### src/rtl/ibea_pkg.sv
// ibea_pkg: widths, register indexes, edge mode codes and shared types
// for the image border extension addresser. No dependencies.
`timescale 1ns / 1ps

package ibea_pkg;

   // limits applied to the programmed sizes and pads
   localparam int MAX_DIM = 4096;
   localparam int MAX_PAD = 4096;

   localparam int REG_W  = 13;          // configuration register width
   localparam int IN_W   = 14;          // extended image coordinate
   localparam int OUT_W  = 12;          // source coordinate
   localparam int IDX_W  = 3;           // register index
   localparam int MODE_W = 2;
   localparam int EXT_W  = REG_W + 2;   // pad + size + pad
   localparam int DIFF_W = IN_W + 1;    // signed offset from the source origin
   localparam int PER_W  = REG_W + 1;   // fold period, up to twice the size

   localparam int REG_MAX = (2 ** REG_W) - 1;
   localparam int DIM_CAP = (MAX_DIM > REG_MAX) ? REG_MAX : ((MAX_DIM < 1) ? 1 : MAX_DIM);
   localparam int PAD_CAP = (MAX_PAD > REG_MAX) ? REG_MAX : MAX_PAD;

   localparam logic [IDX_W-1:0] REG_SRC_WIDTH  = 3'd0;
   localparam logic [IDX_W-1:0] REG_SRC_HEIGHT = 3'd1;
   localparam logic [IDX_W-1:0] REG_PAD_LEFT   = 3'd2;
   localparam logic [IDX_W-1:0] REG_PAD_RIGHT  = 3'd3;
   localparam logic [IDX_W-1:0] REG_PAD_TOP    = 3'd4;
   localparam logic [IDX_W-1:0] REG_PAD_BOTTOM = 3'd5;
   localparam logic [IDX_W-1:0] REG_EDGE_MODE  = 3'd6;

   localparam logic [MODE_W-1:0] MODE_FILL     = 2'd0;
   localparam logic [MODE_W-1:0] MODE_CLAMP    = 2'd1;
   localparam logic [MODE_W-1:0] MODE_MIRROR   = 2'd2;
   localparam logic [MODE_W-1:0] MODE_PERIODIC = 2'd3;

   // one axis of an item on its way through the remainder pipeline
   typedef struct packed {
      logic             neg;      // offset below the source origin
      logic             in_span;  // offset within [0, size)
      logic [IN_W-1:0]  mag;      // offset, or -offset-1 when negative
      logic [PER_W-1:0] rem;      // partial remainder, later the folded position
   } axis_type;

   typedef struct packed {
      axis_type cx;
      axis_type cy;
      logic     fill;
      logic     oor;
   } item_type;

   typedef struct packed {
      logic signed [DIFF_W-1:0] dc;
      logic signed [DIFF_W-1:0] dr;
      logic                     oor;
   } diff_type;

   // size register as used: zero reads as one, large values saturate
   function automatic logic [REG_W-1:0] eff_size(input logic [REG_W-1:0] v);
      logic [REG_W-1:0] r;
      if (v == '0) begin
         r = REG_W'(1);
      end else if (v > REG_W'(DIM_CAP)) begin
         r = REG_W'(DIM_CAP);
      end else begin
         r = v;
      end
      return r;
   endfunction

   function automatic logic [REG_W-1:0] eff_pad(input logic [REG_W-1:0] v);
      logic [REG_W-1:0] r;
      if (v > REG_W'(PAD_CAP)) begin
         r = REG_W'(PAD_CAP);
      end else begin
         r = v;
      end
      return r;
   endfunction

endpackage

### src/rtl/image_border_extension_addresser.sv
// Throughput: one coordinate per cycle while rsp_ready is high and no register write is
// offered; the depth is set by the restoring remainder pipeline, one quotient bit per
// stage over the 14-bit offset magnitude.
// Reset (synchronous, active high) empties the pipeline and loads the register reset
// values: width 1, height 1, no padding, fixed fill mode. Uses ibea_pkg.
`timescale 1ns / 1ps

module image_border_extension_addresser (
   input  logic                       clock,
   input  logic                       reset,
   input  logic                       req_valid,
   output logic                       req_ready,
   input  logic [ibea_pkg::IN_W-1:0]  req_out_col,
   input  logic [ibea_pkg::IN_W-1:0]  req_out_row,
   output logic                       rsp_valid,
   input  logic                       rsp_ready,
   output logic [ibea_pkg::OUT_W-1:0] rsp_src_col,
   output logic [ibea_pkg::OUT_W-1:0] rsp_src_row,
   output logic                       rsp_use_fill,
   output logic                       rsp_out_of_range,
   input  logic                       csr_valid,
   output logic                       csr_ready,
   input  logic [ibea_pkg::IDX_W-1:0] csr_index,
   input  logic [ibea_pkg::REG_W-1:0] csr_wdata
);
   import ibea_pkg::*;

   localparam int NDIV = IN_W;       // remainder steps, one per offset bit
   localparam int NST  = NDIV + 5;   // input, diff, prep, steps, unfold, output
   localparam int FIN  = NST - 1;

   // ---------------------------------------------------------------- registers
   logic [REG_W-1:0]  src_width_ff, src_height_ff;
   logic [REG_W-1:0]  pad_left_ff, pad_right_ff, pad_top_ff, pad_bottom_ff;
   logic [MODE_W-1:0] edge_mode_ff;

   always_ff @(posedge clock) begin
      if (reset) begin
         src_width_ff  <= REG_W'(1);
         src_height_ff <= REG_W'(1);
         pad_left_ff   <= '0;
         pad_right_ff  <= '0;
         pad_top_ff    <= '0;
         pad_bottom_ff <= '0;
         edge_mode_ff  <= MODE_FILL;
      end else if (csr_valid && csr_ready) begin
         case (csr_index)
            REG_SRC_WIDTH:  src_width_ff  <= csr_wdata;
            REG_SRC_HEIGHT: src_height_ff <= csr_wdata;
            REG_PAD_LEFT:   pad_left_ff   <= csr_wdata;
            REG_PAD_RIGHT:  pad_right_ff  <= csr_wdata;
            REG_PAD_TOP:    pad_top_ff    <= csr_wdata;
            REG_PAD_BOTTOM: pad_bottom_ff <= csr_wdata;
            REG_EDGE_MODE:  edge_mode_ff  <= csr_wdata[MODE_W-1:0];
            default: begin
            end
         endcase
      end
   end

   assign csr_ready = 1'b1;

   // effective sizes and derived bounds, registered from the configuration registers;
   // the first stage that reads them sees an item in the cycle after acceptance
   logic [REG_W-1:0] w_ff, h_ff, pl_ff, pt_ff;
   logic [EXT_W-1:0] ext_w_ff, ext_h_ff;
   logic [PER_W-1:0] per_w_ff, per_h_ff;

   always_ff @(posedge clock) begin
      w_ff     <= eff_size(src_width_ff);
      h_ff     <= eff_size(src_height_ff);
      pl_ff    <= eff_pad(pad_left_ff);
      pt_ff    <= eff_pad(pad_top_ff);
      ext_w_ff <= EXT_W'(eff_pad(pad_left_ff)) + EXT_W'(eff_size(src_width_ff))
                + EXT_W'(eff_pad(pad_right_ff));
      ext_h_ff <= EXT_W'(eff_pad(pad_top_ff)) + EXT_W'(eff_size(src_height_ff))
                + EXT_W'(eff_pad(pad_bottom_ff));
      per_w_ff <= (edge_mode_ff == MODE_MIRROR) ? {eff_size(src_width_ff), 1'b0}
                                                : {1'b0, eff_size(src_width_ff)};
      per_h_ff <= (edge_mode_ff == MODE_MIRROR) ? {eff_size(src_height_ff), 1'b0}
                                                : {1'b0, eff_size(src_height_ff)};
   end

   // ---------------------------------------------------------------- flow control
   // a stage loads when it is empty or the output moves; a stalled stage hands its
   // beat to an empty successor and goes empty, so bubbles close up without a chain
   logic [NST-1:0] vld_ff, vld_in, en;
   logic           adv;

   assign adv = ~vld_ff[FIN] | rsp_ready;

   always_comb begin
      for (int k = 0; k < NST; k++) begin
         en[k] = ~vld_ff[k] | adv;
      end
      vld_in[0] = en[0] ? (req_valid & ~csr_valid) : (vld_ff[0] & ~en[1]);
      for (int k = 1; k < FIN; k++) begin
         vld_in[k] = en[k] ? vld_ff[k-1] : (vld_ff[k] & ~en[k+1]);
      end
      vld_in[FIN] = en[FIN] ? vld_ff[FIN-1] : vld_ff[FIN];
   end

   always_ff @(posedge clock) begin
      if (reset) begin
         vld_ff <= '0;
      end else begin
         vld_ff <= vld_in;
      end
   end

   // a register write and a request never land on the same edge
   assign req_ready = en[0] & ~csr_valid;

   // ---------------------------------------------------------------- input and offset
   logic [IN_W-1:0] col_ff, row_ff;
   diff_type        dif_ff, dif_in;

   always_ff @(posedge clock) begin
      if (en[0]) begin
         col_ff <= req_out_col;
         row_ff <= req_out_row;
      end
   end

   always_comb begin
      dif_in.dc  = $signed({1'b0, col_ff}) - $signed(DIFF_W'(pl_ff));
      dif_in.dr  = $signed({1'b0, row_ff}) - $signed(DIFF_W'(pt_ff));
      dif_in.oor = (EXT_W'(col_ff) >= ext_w_ff) || (EXT_W'(row_ff) >= ext_h_ff);
   end

   always_ff @(posedge clock) begin
      if (en[1]) begin
         dif_ff <= dif_in;
      end
   end

   // ---------------------------------------------------------------- prep
   function automatic axis_type axis_prep(input logic signed [DIFF_W-1:0] d,
                                          input logic [REG_W-1:0] n);
      axis_type a;
      a.neg     = d[DIFF_W-1];
      a.mag     = d[DIFF_W-1] ? ~d[IN_W-1:0] : d[IN_W-1:0];
      a.in_span = ~d[DIFF_W-1] && (d[IN_W-1:0] < IN_W'(n));
      a.rem     = '0;
      return a;
   endfunction

   item_type itm_ff [NDIV+2];
   item_type prep_in;

   always_comb begin
      prep_in.cx   = axis_prep(dif_ff.dc, w_ff);
      prep_in.cy   = axis_prep(dif_ff.dr, h_ff);
      prep_in.oor  = dif_ff.oor;
      prep_in.fill = (edge_mode_ff == MODE_FILL)
                   && !(prep_in.cx.in_span && prep_in.cy.in_span);
   end

   always_ff @(posedge clock) begin
      if (en[2]) begin
         itm_ff[0] <= prep_in;
      end
   end

   // ---------------------------------------------------------------- remainder steps
   function automatic logic [PER_W-1:0] rem_step(input logic [PER_W-1:0] rem,
                                                 input logic b,
                                                 input logic [PER_W-1:0] p);
      logic [PER_W:0] t;
      t = {rem, b};
      if (t >= {1'b0, p}) begin
         t = t - {1'b0, p};
      end
      return t[PER_W-1:0];
   endfunction

   for (genvar j = 0; j < NDIV; j++) begin : g_div
      item_type step_in;

      always_comb begin
         step_in        = itm_ff[j];
         step_in.cx.rem = rem_step(itm_ff[j].cx.rem, itm_ff[j].cx.mag[NDIV-1-j], per_w_ff);
         step_in.cy.rem = rem_step(itm_ff[j].cy.rem, itm_ff[j].cy.mag[NDIV-1-j], per_h_ff);
      end

      always_ff @(posedge clock) begin
         if (en[3+j]) begin
            itm_ff[j+1] <= step_in;
         end
      end
   end

   // ---------------------------------------------------------------- unfold sign
   // a negative offset d was divided as -d-1, so its positive remainder is p-1-r
   item_type unf_in;

   always_comb begin
      unf_in = itm_ff[NDIV];
      if (itm_ff[NDIV].cx.neg) begin
         unf_in.cx.rem = per_w_ff - PER_W'(1) - itm_ff[NDIV].cx.rem;
      end
      if (itm_ff[NDIV].cy.neg) begin
         unf_in.cy.rem = per_h_ff - PER_W'(1) - itm_ff[NDIV].cy.rem;
      end
   end

   always_ff @(posedge clock) begin
      if (en[NDIV+3]) begin
         itm_ff[NDIV+1] <= unf_in;
      end
   end

   // ---------------------------------------------------------------- select and output
   function automatic logic [OUT_W-1:0] axis_out(input axis_type a,
                                                 input logic [REG_W-1:0] n,
                                                 input logic [PER_W-1:0] p,
                                                 input logic [MODE_W-1:0] mode);
      logic [PER_W-1:0] fold;
      logic [REG_W-1:0] last;
      logic [OUT_W-1:0] r;
      fold = (a.rem >= {1'b0, n}) ? (p - PER_W'(1) - a.rem) : a.rem;
      last = n - REG_W'(1);
      if (a.in_span) begin
         r = a.mag[OUT_W-1:0];
      end else begin
         case (mode)
            MODE_CLAMP:    r = a.neg ? '0 : last[OUT_W-1:0];
            MODE_MIRROR:   r = fold[OUT_W-1:0];
            MODE_PERIODIC: r = a.rem[OUT_W-1:0];
            default:       r = '0;
         endcase
      end
      return r;
   endfunction

   logic [OUT_W-1:0] src_col_ff, src_col_in, src_row_ff, src_row_in;
   logic             use_fill_ff, use_fill_in, oor_ff, oor_in;

   always_comb begin
      oor_in      = itm_ff[NDIV+1].oor;
      use_fill_in = ~itm_ff[NDIV+1].oor & itm_ff[NDIV+1].fill;
      if (itm_ff[NDIV+1].oor || itm_ff[NDIV+1].fill) begin
         src_col_in = '0;
         src_row_in = '0;
      end else begin
         src_col_in = axis_out(itm_ff[NDIV+1].cx, w_ff, per_w_ff, edge_mode_ff);
         src_row_in = axis_out(itm_ff[NDIV+1].cy, h_ff, per_h_ff, edge_mode_ff);
      end
   end

   always_ff @(posedge clock) begin
      if (en[FIN]) begin
         src_col_ff  <= src_col_in;
         src_row_ff  <= src_row_in;
         use_fill_ff <= use_fill_in;
         oor_ff      <= oor_in;
      end
   end

   assign rsp_valid        = vld_ff[FIN];
   assign rsp_src_col      = src_col_ff;
   assign rsp_src_row      = src_row_ff;
   assign rsp_use_fill     = use_fill_ff;
   assign rsp_out_of_range = oor_ff;

   // ---------------------------------------------------------------- assertions
   // request beats are held off while a register write is offered
   a_cfg_order: assert property (@(posedge clock) disable iff (reset)
      csr_valid |-> !req_ready)
      else $error("request accepted together with a register write");

   // out of range and fill are exclusive in a response beat
   a_flag_excl: assert property (@(posedge clock) disable iff (reset)
      rsp_valid |-> !(rsp_use_fill && rsp_out_of_range))
      else $error("fill and out of range both set");

   // flagged beats carry zero coordinates
   a_flag_zero: assert property (@(posedge clock) disable iff (reset)
      (rsp_valid && (rsp_use_fill || rsp_out_of_range))
         |-> (rsp_src_col == '0 && rsp_src_row == '0))
      else $error("flagged beat with nonzero coordinates");

   // a held response beat keeps its stage occupied and its data
   a_out_hold: assert property (@(posedge clock) disable iff (reset)
      (vld_ff[FIN] && !rsp_ready) |=> (vld_ff[FIN] && $stable(src_col_ff)
                                       && $stable(src_row_ff)))
      else $error("stalled response beat lost or changed");

endmodule

### config.mk
export PLATFORM = sky130hd
export DESIGN_NAME = image_border_extension_addresser
export DESIGN_NICKNAME = d
export VERILOG_FILES = /design/src/rtl/ibea_pkg.sv /design/src/rtl/image_border_extension_addresser.sv
export SDC_FILE = /design/constraint.sdc
export NUM_CORES = 2
export LEC_CHECK = 0
export BUFFER_PORTS_ARGS = -buffer_cell sky130_fd_sc_hd__buf_4
export CORE_MARGIN = 5
export CORE_UTILIZATION = 25
export DETAILED_ROUTE_END_ITERATION = 8
export PLACE_DENSITY = 0.47
export SYNTH_ARGS = -nofsm -noshare
export SYNTH_HDL_FRONTEND = slang
export SYNTH_SLANG_ARGS = --single-unit
### constraint.sdc
create_clock -name clock -period 7.1 [get_ports clock]
set_clock_uncertainty 0.05 [all_clocks]
set_input_delay 0.355 -clock clock [delete_from_list [all_inputs] [get_ports clock]]
set_output_delay 0.355 -clock clock [all_outputs]
set_load 0.05 [all_outputs]
After elaboration in Yosys (flattened, before gate mapping):

Memory sizes are Yosys's and may differ from the RTL's.
Index checks and enable logic that the tools add are counted.

* add/sub/neg operators: 42
* $lt $le $gt $ge: 40
* equality and inequality tests: 9
* muxes and demuxes: 100
* bitwise gates (word level): 84
* reduce and logical (&&, ||, !) cells: 18

Operators by type and width (number)
* two-way mux 14 bit: 32
* >= comparator 15 x 14 -> 1 bit: 28
* subtractor 14 bit: 30
* two-way mux 13 bit: 10
* greater-than comparator 13 bit, second input constant: 6
* two-way mux 12 bit: 6
* one-hot mux 12 bit (3 select lines): 2
* two-way mux 1 bit: 50
* NOT 1 bit: 41
* adder 14 x 13 -> 15 bit: 2
* >= comparator 14 x 15 -> 1 bit: 2
* subtractor 14 x 13 -> 15 bit: 2
* adder 13 x 13 -> 14 bit: 2
* >= comparator 14 x 13 -> 1 bit: 2
* < comparator 14 x 13 -> 1 bit: 2
* NOT 14 bit: 2
* subtractor 14 x 1 -> 14 bit, second input constant: 2
* logical NOT 13 bit: 2
* subtractor 12 x 1 -> 12 bit, second input constant: 2
* subtractor 12 bit: 2
* bitwise AND 1 bit: 21
* OR 1 bit: 20
* AND reduction 2 bit: 7
* equality test 3 bit, second input constant: 3
* 9 further kinds: 15

* register bits: 294
* memory bits (writable): 992
* input bits: 49
* word-level logic and storage cells: 324
* memories kept: 1

Memories
* itm_ff: words 16, width 62, rd ports 16, clocked after Yosys merged registers in 0, write ports 16, RTL line image_border_extension_addresser.sv:148 `item_type itm_ff [NDIV+2];`

Longest topological paths before layout:

* word-level depth: 6
* gate-level depth with buffers: 17
* mapped depth without buffers: 17

Worst setup path after synthesis:

OpenSTA, ideal clock, no wires.

* path type: reg-to-reg
* start point: register per_w_ff[1]
* end point: register src_col_ff[11], in the netlist rsp_src_col[11], data pin
* arrival: 4.175 ns
* data required time: 6.904 ns
* setup slack: 2.729 ns
* stages on the path, launching flop included: 13
* buffers on the path: 0
* cells stage by stage: dfxtp_1 inv_1 ha_1 inv_1 ha_1 nor2b_1 o31a_1 o41ai_1 a211oi_1 or4_1 a211oi_1 mux2_2 a21oi_1

* longest elaborated chain between the ends: 5

Ends and longest elaborated chain
* start, declared: RTL line image_border_extension_addresser.sv:67 `logic [PER_W-1:0] per_w_ff, per_h_ff;`
* start signal, assigned: RTL line image_border_extension_addresser.sv:78 `per_w_ff <= (edge_mode_ff == MODE_MIRROR) ? {eff_size(src_width_ff), 1'b0}`
* subtractor 14 x 1 -> 14 bit: RTL line image_border_extension_addresser.sv:221 `fold = (a.rem >= {1'b0, n}) ? (p - PER_W'(1) - a.rem) : a.rem;`
* subtractor 12 bit: RTL line image_border_extension_addresser.sv:221
* two-way mux 12 bit: RTL line image_border_extension_addresser.sv:221
* one-hot mux 12 bit (3 select lines): RTL line image_border_extension_addresser.sv:226 `case (mode)`
* two-way mux 12 bit: RTL line image_border_extension_addresser.sv:223 `if (a.in_span) begin`
* end signal, assigned: RTL line image_border_extension_addresser.sv:253 `src_col_ff <= src_col_in;`
* end, declared: RTL line image_border_extension_addresser.sv:236 `logic [OUT_W-1:0] src_col_ff, src_col_in, src_row_ff, src_row_in;`

Every way passes these cells.
A chain may end at the register's enable or synchronous reset.

==> metrics.cfg <==
[outcome]
status=finished, final reports clean

[final_layout]
multi_input_area_sq_um=29800
fin_area_sq_um=75800
area_growth_pct=15.4
regArea_sq_um=33900
nets=6742
final_util_pct=28.9
layout_commonest_cell=edfxtp_1
layout_common_cells=edfxtp_1, nand2_1, ha_1, inv_1, a21oi_1
layout-drive-gt1-share_pct=8.75
fillers=26900

[critical_path]
cp.arrival_ns=5.33
cp_slowest_cell=a21oi_1
path_delay_family=compound AO/OA/AOI/OAI gates
path_cells=inv_1, buf_4, ha_1, nor2b_1, o21ai_0, a21boi_0, nor3_1, o31ai_1, a311o_1, a21oi_1, mux2_2
path_max_fanout=16
start_kind=register
max_stage_delay_ns=0.98
worstPathRequired_ns=7.57
cp-end-kind=register
critical_path_class=reg2reg
cp_num_buf_inv=2

[timing]
tns_ns=0
tightest_slew_ns=1.27
timing.final.crit_period_ns=4.86
report.final.slew_viol_count=0
final.period_utilization_pct=68.4
rsz0062_at_grt=false
setup_violations=0
max_freq_mhz=206
hold_violations=0
slew_headroom_pct=15.2
timing.hold.ws_ns=0.148

[clocking]
cts_root_buf=clkbuf_16
clock_tree.buffer_depth=3
numClockSinks=1200
clk_latency_ns=0.79
cts_buffers=135
htree_num_levels=4
cts_tree=done
clkTransAtPathRegs_ns=0.06

[floorplan]
ios=78
core_sq_um=262000
fp.dieH_microns=523
start_util_pct=25.1
dieArea_sq_um=273000
rows=188
die_x_microns=523

[power_and_ir_drop]
p_comb_share_pct=41.4
intPower_uw=20700
power.net_switching_uw=11700
p_clk_share_pct=22.0
seqPwrFrac_pct=36.5
leakage_uw=0.0291
ir_drop_uv=165
swShare_pct=36.1
power_density_nw_per_um2=428

[grt]
overflow=0
grt_max_degree=60
grt_pass1_wl_mm=272
track_usage_pct=12.9
antenna_found_initial=2
grt_pass1_vias=44400

[run]
drv_cap=0

[yosys]
syn-num-nets=6530
synth_ff_type=edfxtp_1
postSynthAreaPerCell_sq_um=11.2
ys_seq_area_share_pct=51.7
async_reset_ff_share_pct=0
synthCells=5873
synth_edf_count=991
synth_area_sq_um=65700
ys_types=80
yosys_warnings=0
synth-seq-cells=1200

[placement]
gp_congestion=0.830
dp_hpwl_mm=129
port_buffers=76
placed_area_sq_um=70800

[route]
postRouteAntennaNets=0
drc_errors=0
num_vias=45400
drt_iter0_markers=3190
vias_per_cell=4.67
drt-total-wl_mm=181
wl_per_cell_microns=18.6
firstDrtPassIters=7

[hold_path]
hold_path_class=in2reg

==> what timing repair did <==
action,in CTS,in global routing
resized for setup,0,0
hold endpoints to repair,109,0
hold buffers,47,0
buffers inserted,0,0
setup endpoints to repair,0,0
==> per-layer routing <==
metal | share of wire (%) | track usage (%) | vias to the layer above | wire length [microns]
met4 | 2.5 | 3.43 | 0 | 4600
met1 | 47 | 17.6 | 22100 | 84400
met3 | 4.0 | 1.85 | 209 | 7250
li1 | - | - | 22100 | -
met5 | 0 | 0 | - | 0
met2 | 47 | 21.5 | 948 | 84400
==> area by class of cell <==
class | instances | area share, %
Sequential cell | 1200 | 44.8
Timing Repair Buffer | 186 | 2.00
Multi-Input combinational cell | 4134 | 39.3
Antenna cell | 3 | 0.00991
Tap cell | 3515 | 5.80
Inverter | 428 | 2.12
Clock inverter | 68 | 1.06
Clock buffer | 179 | 4.88
==> kinds of logic after synthesis <==
family,share of synthesized area (%)
buffers and inverters,3.13
adders and majority gates,12.3
other,0.00571
AOI/OAI and AO/OA,13.2
DFF,51.7
and+or+nand+nor,12.0
muxes,3.53
xor gates and xnor gates,4.24
==> metrics by stage <==
step | cells | setup WS (ns) | total power (uW)
floorplan | 5873 | 2.73 | 21800
global placement | 9416 | 2.23 | 25100
detailed placement | 9416 | 2.20 | 25200
CTS | 9710 | 2.17 | 32700
global route | 9711 | 1.82 | 34800
finish | 9713 | 2.24 | 32500
==> power groups by stage <==
stage                     logic (uW)  registers, uW  clock network [uW]
after global routing           15100          12000                7670
after floorplan                10700          11100                   0
after detailed placement       13300          12000                   0
after CTS                      13400          11900                7400
after global placement         13100          12100                   0
final                          13400          11900                7150
==> cells in the mapped netlist, drive strengths merged (17+ instances only) <==
library cell / n / area share, %
a2111oi: 17 / 0.23
a211o: 27 / 0.36
a211oi: 57 / 0.66
a21boi: 64 / 0.73
a21o: 83 / 0.95
a21oi: 349 / 2.7
a31oi: 55 / 0.52
and2: 18 / 0.17
and3: 53 / 0.50
buf: 18 / 0.15
clkbuf: 93 / 0.53
dfxtp: 209 / 6.4
edfxtp: 991 / 45
fa: 60 / 1.8
ha: 548 / 10
inv: 427 / 2.4
mux2: 141 / 2.4
mux2i: 73 / 1.1
nand2: 601 / 3.4
nand2b: 61 / 0.58
nand3: 66 / 0.50
nand4: 76 / 0.72
nor2: 330 / 1.9
nor2b: 168 / 1.6
nor3: 142 / 1.1
nor4: 40 / 0.40
o21a: 94 / 1.1
o21ai: 314 / 2.4
o21bai: 25 / 0.29
o221ai: 17 / 0.23
o31a: 18 / 0.24
o31ai: 77 / 0.90
o41ai: 19 / 0.26
or2: 26 / 0.25
or3: 27 / 0.26
xnor2: 205 / 2.7
xor2: 113 / 1.5
==> worst min-delay path: cells and delay by family <==
| kind | cells | cell delay, ns |
|---|---|---|
| buf+inv | 1 | 0.15 |
| mux | 1 | 0.11 |
| simple gates | 2 | 0.31 |
==> path summary, 6_finish.rpt <==
check | slack [ns] | start | end | depth (start not counted)
hold / removal | 0.15 | csr_valid | edge_mode_ff[0] | 4
hold reg to reg | 0.35 | itm_ff[0][335] | itm_ff[0][397] | 0
setup / recovery | 2.24 | per_h_ff[1] | itm_ff[0][443] | 11
setup reg to reg | 2.24 | per_h_ff[1] | itm_ff[0][443] | 11
==> sequential cells by signal, summed over array words and instances, names as in the netlist, 14 cells and up <==
signal	flops
col_ff	14
dif_ff	31
ext_h_ff	15
ext_w_ff	15
itm_ff	906
per_h_ff	14
per_w_ff	14
row_ff	14
vld_ff	19
No activity file was read; power rests on OpenSTA's default activity.
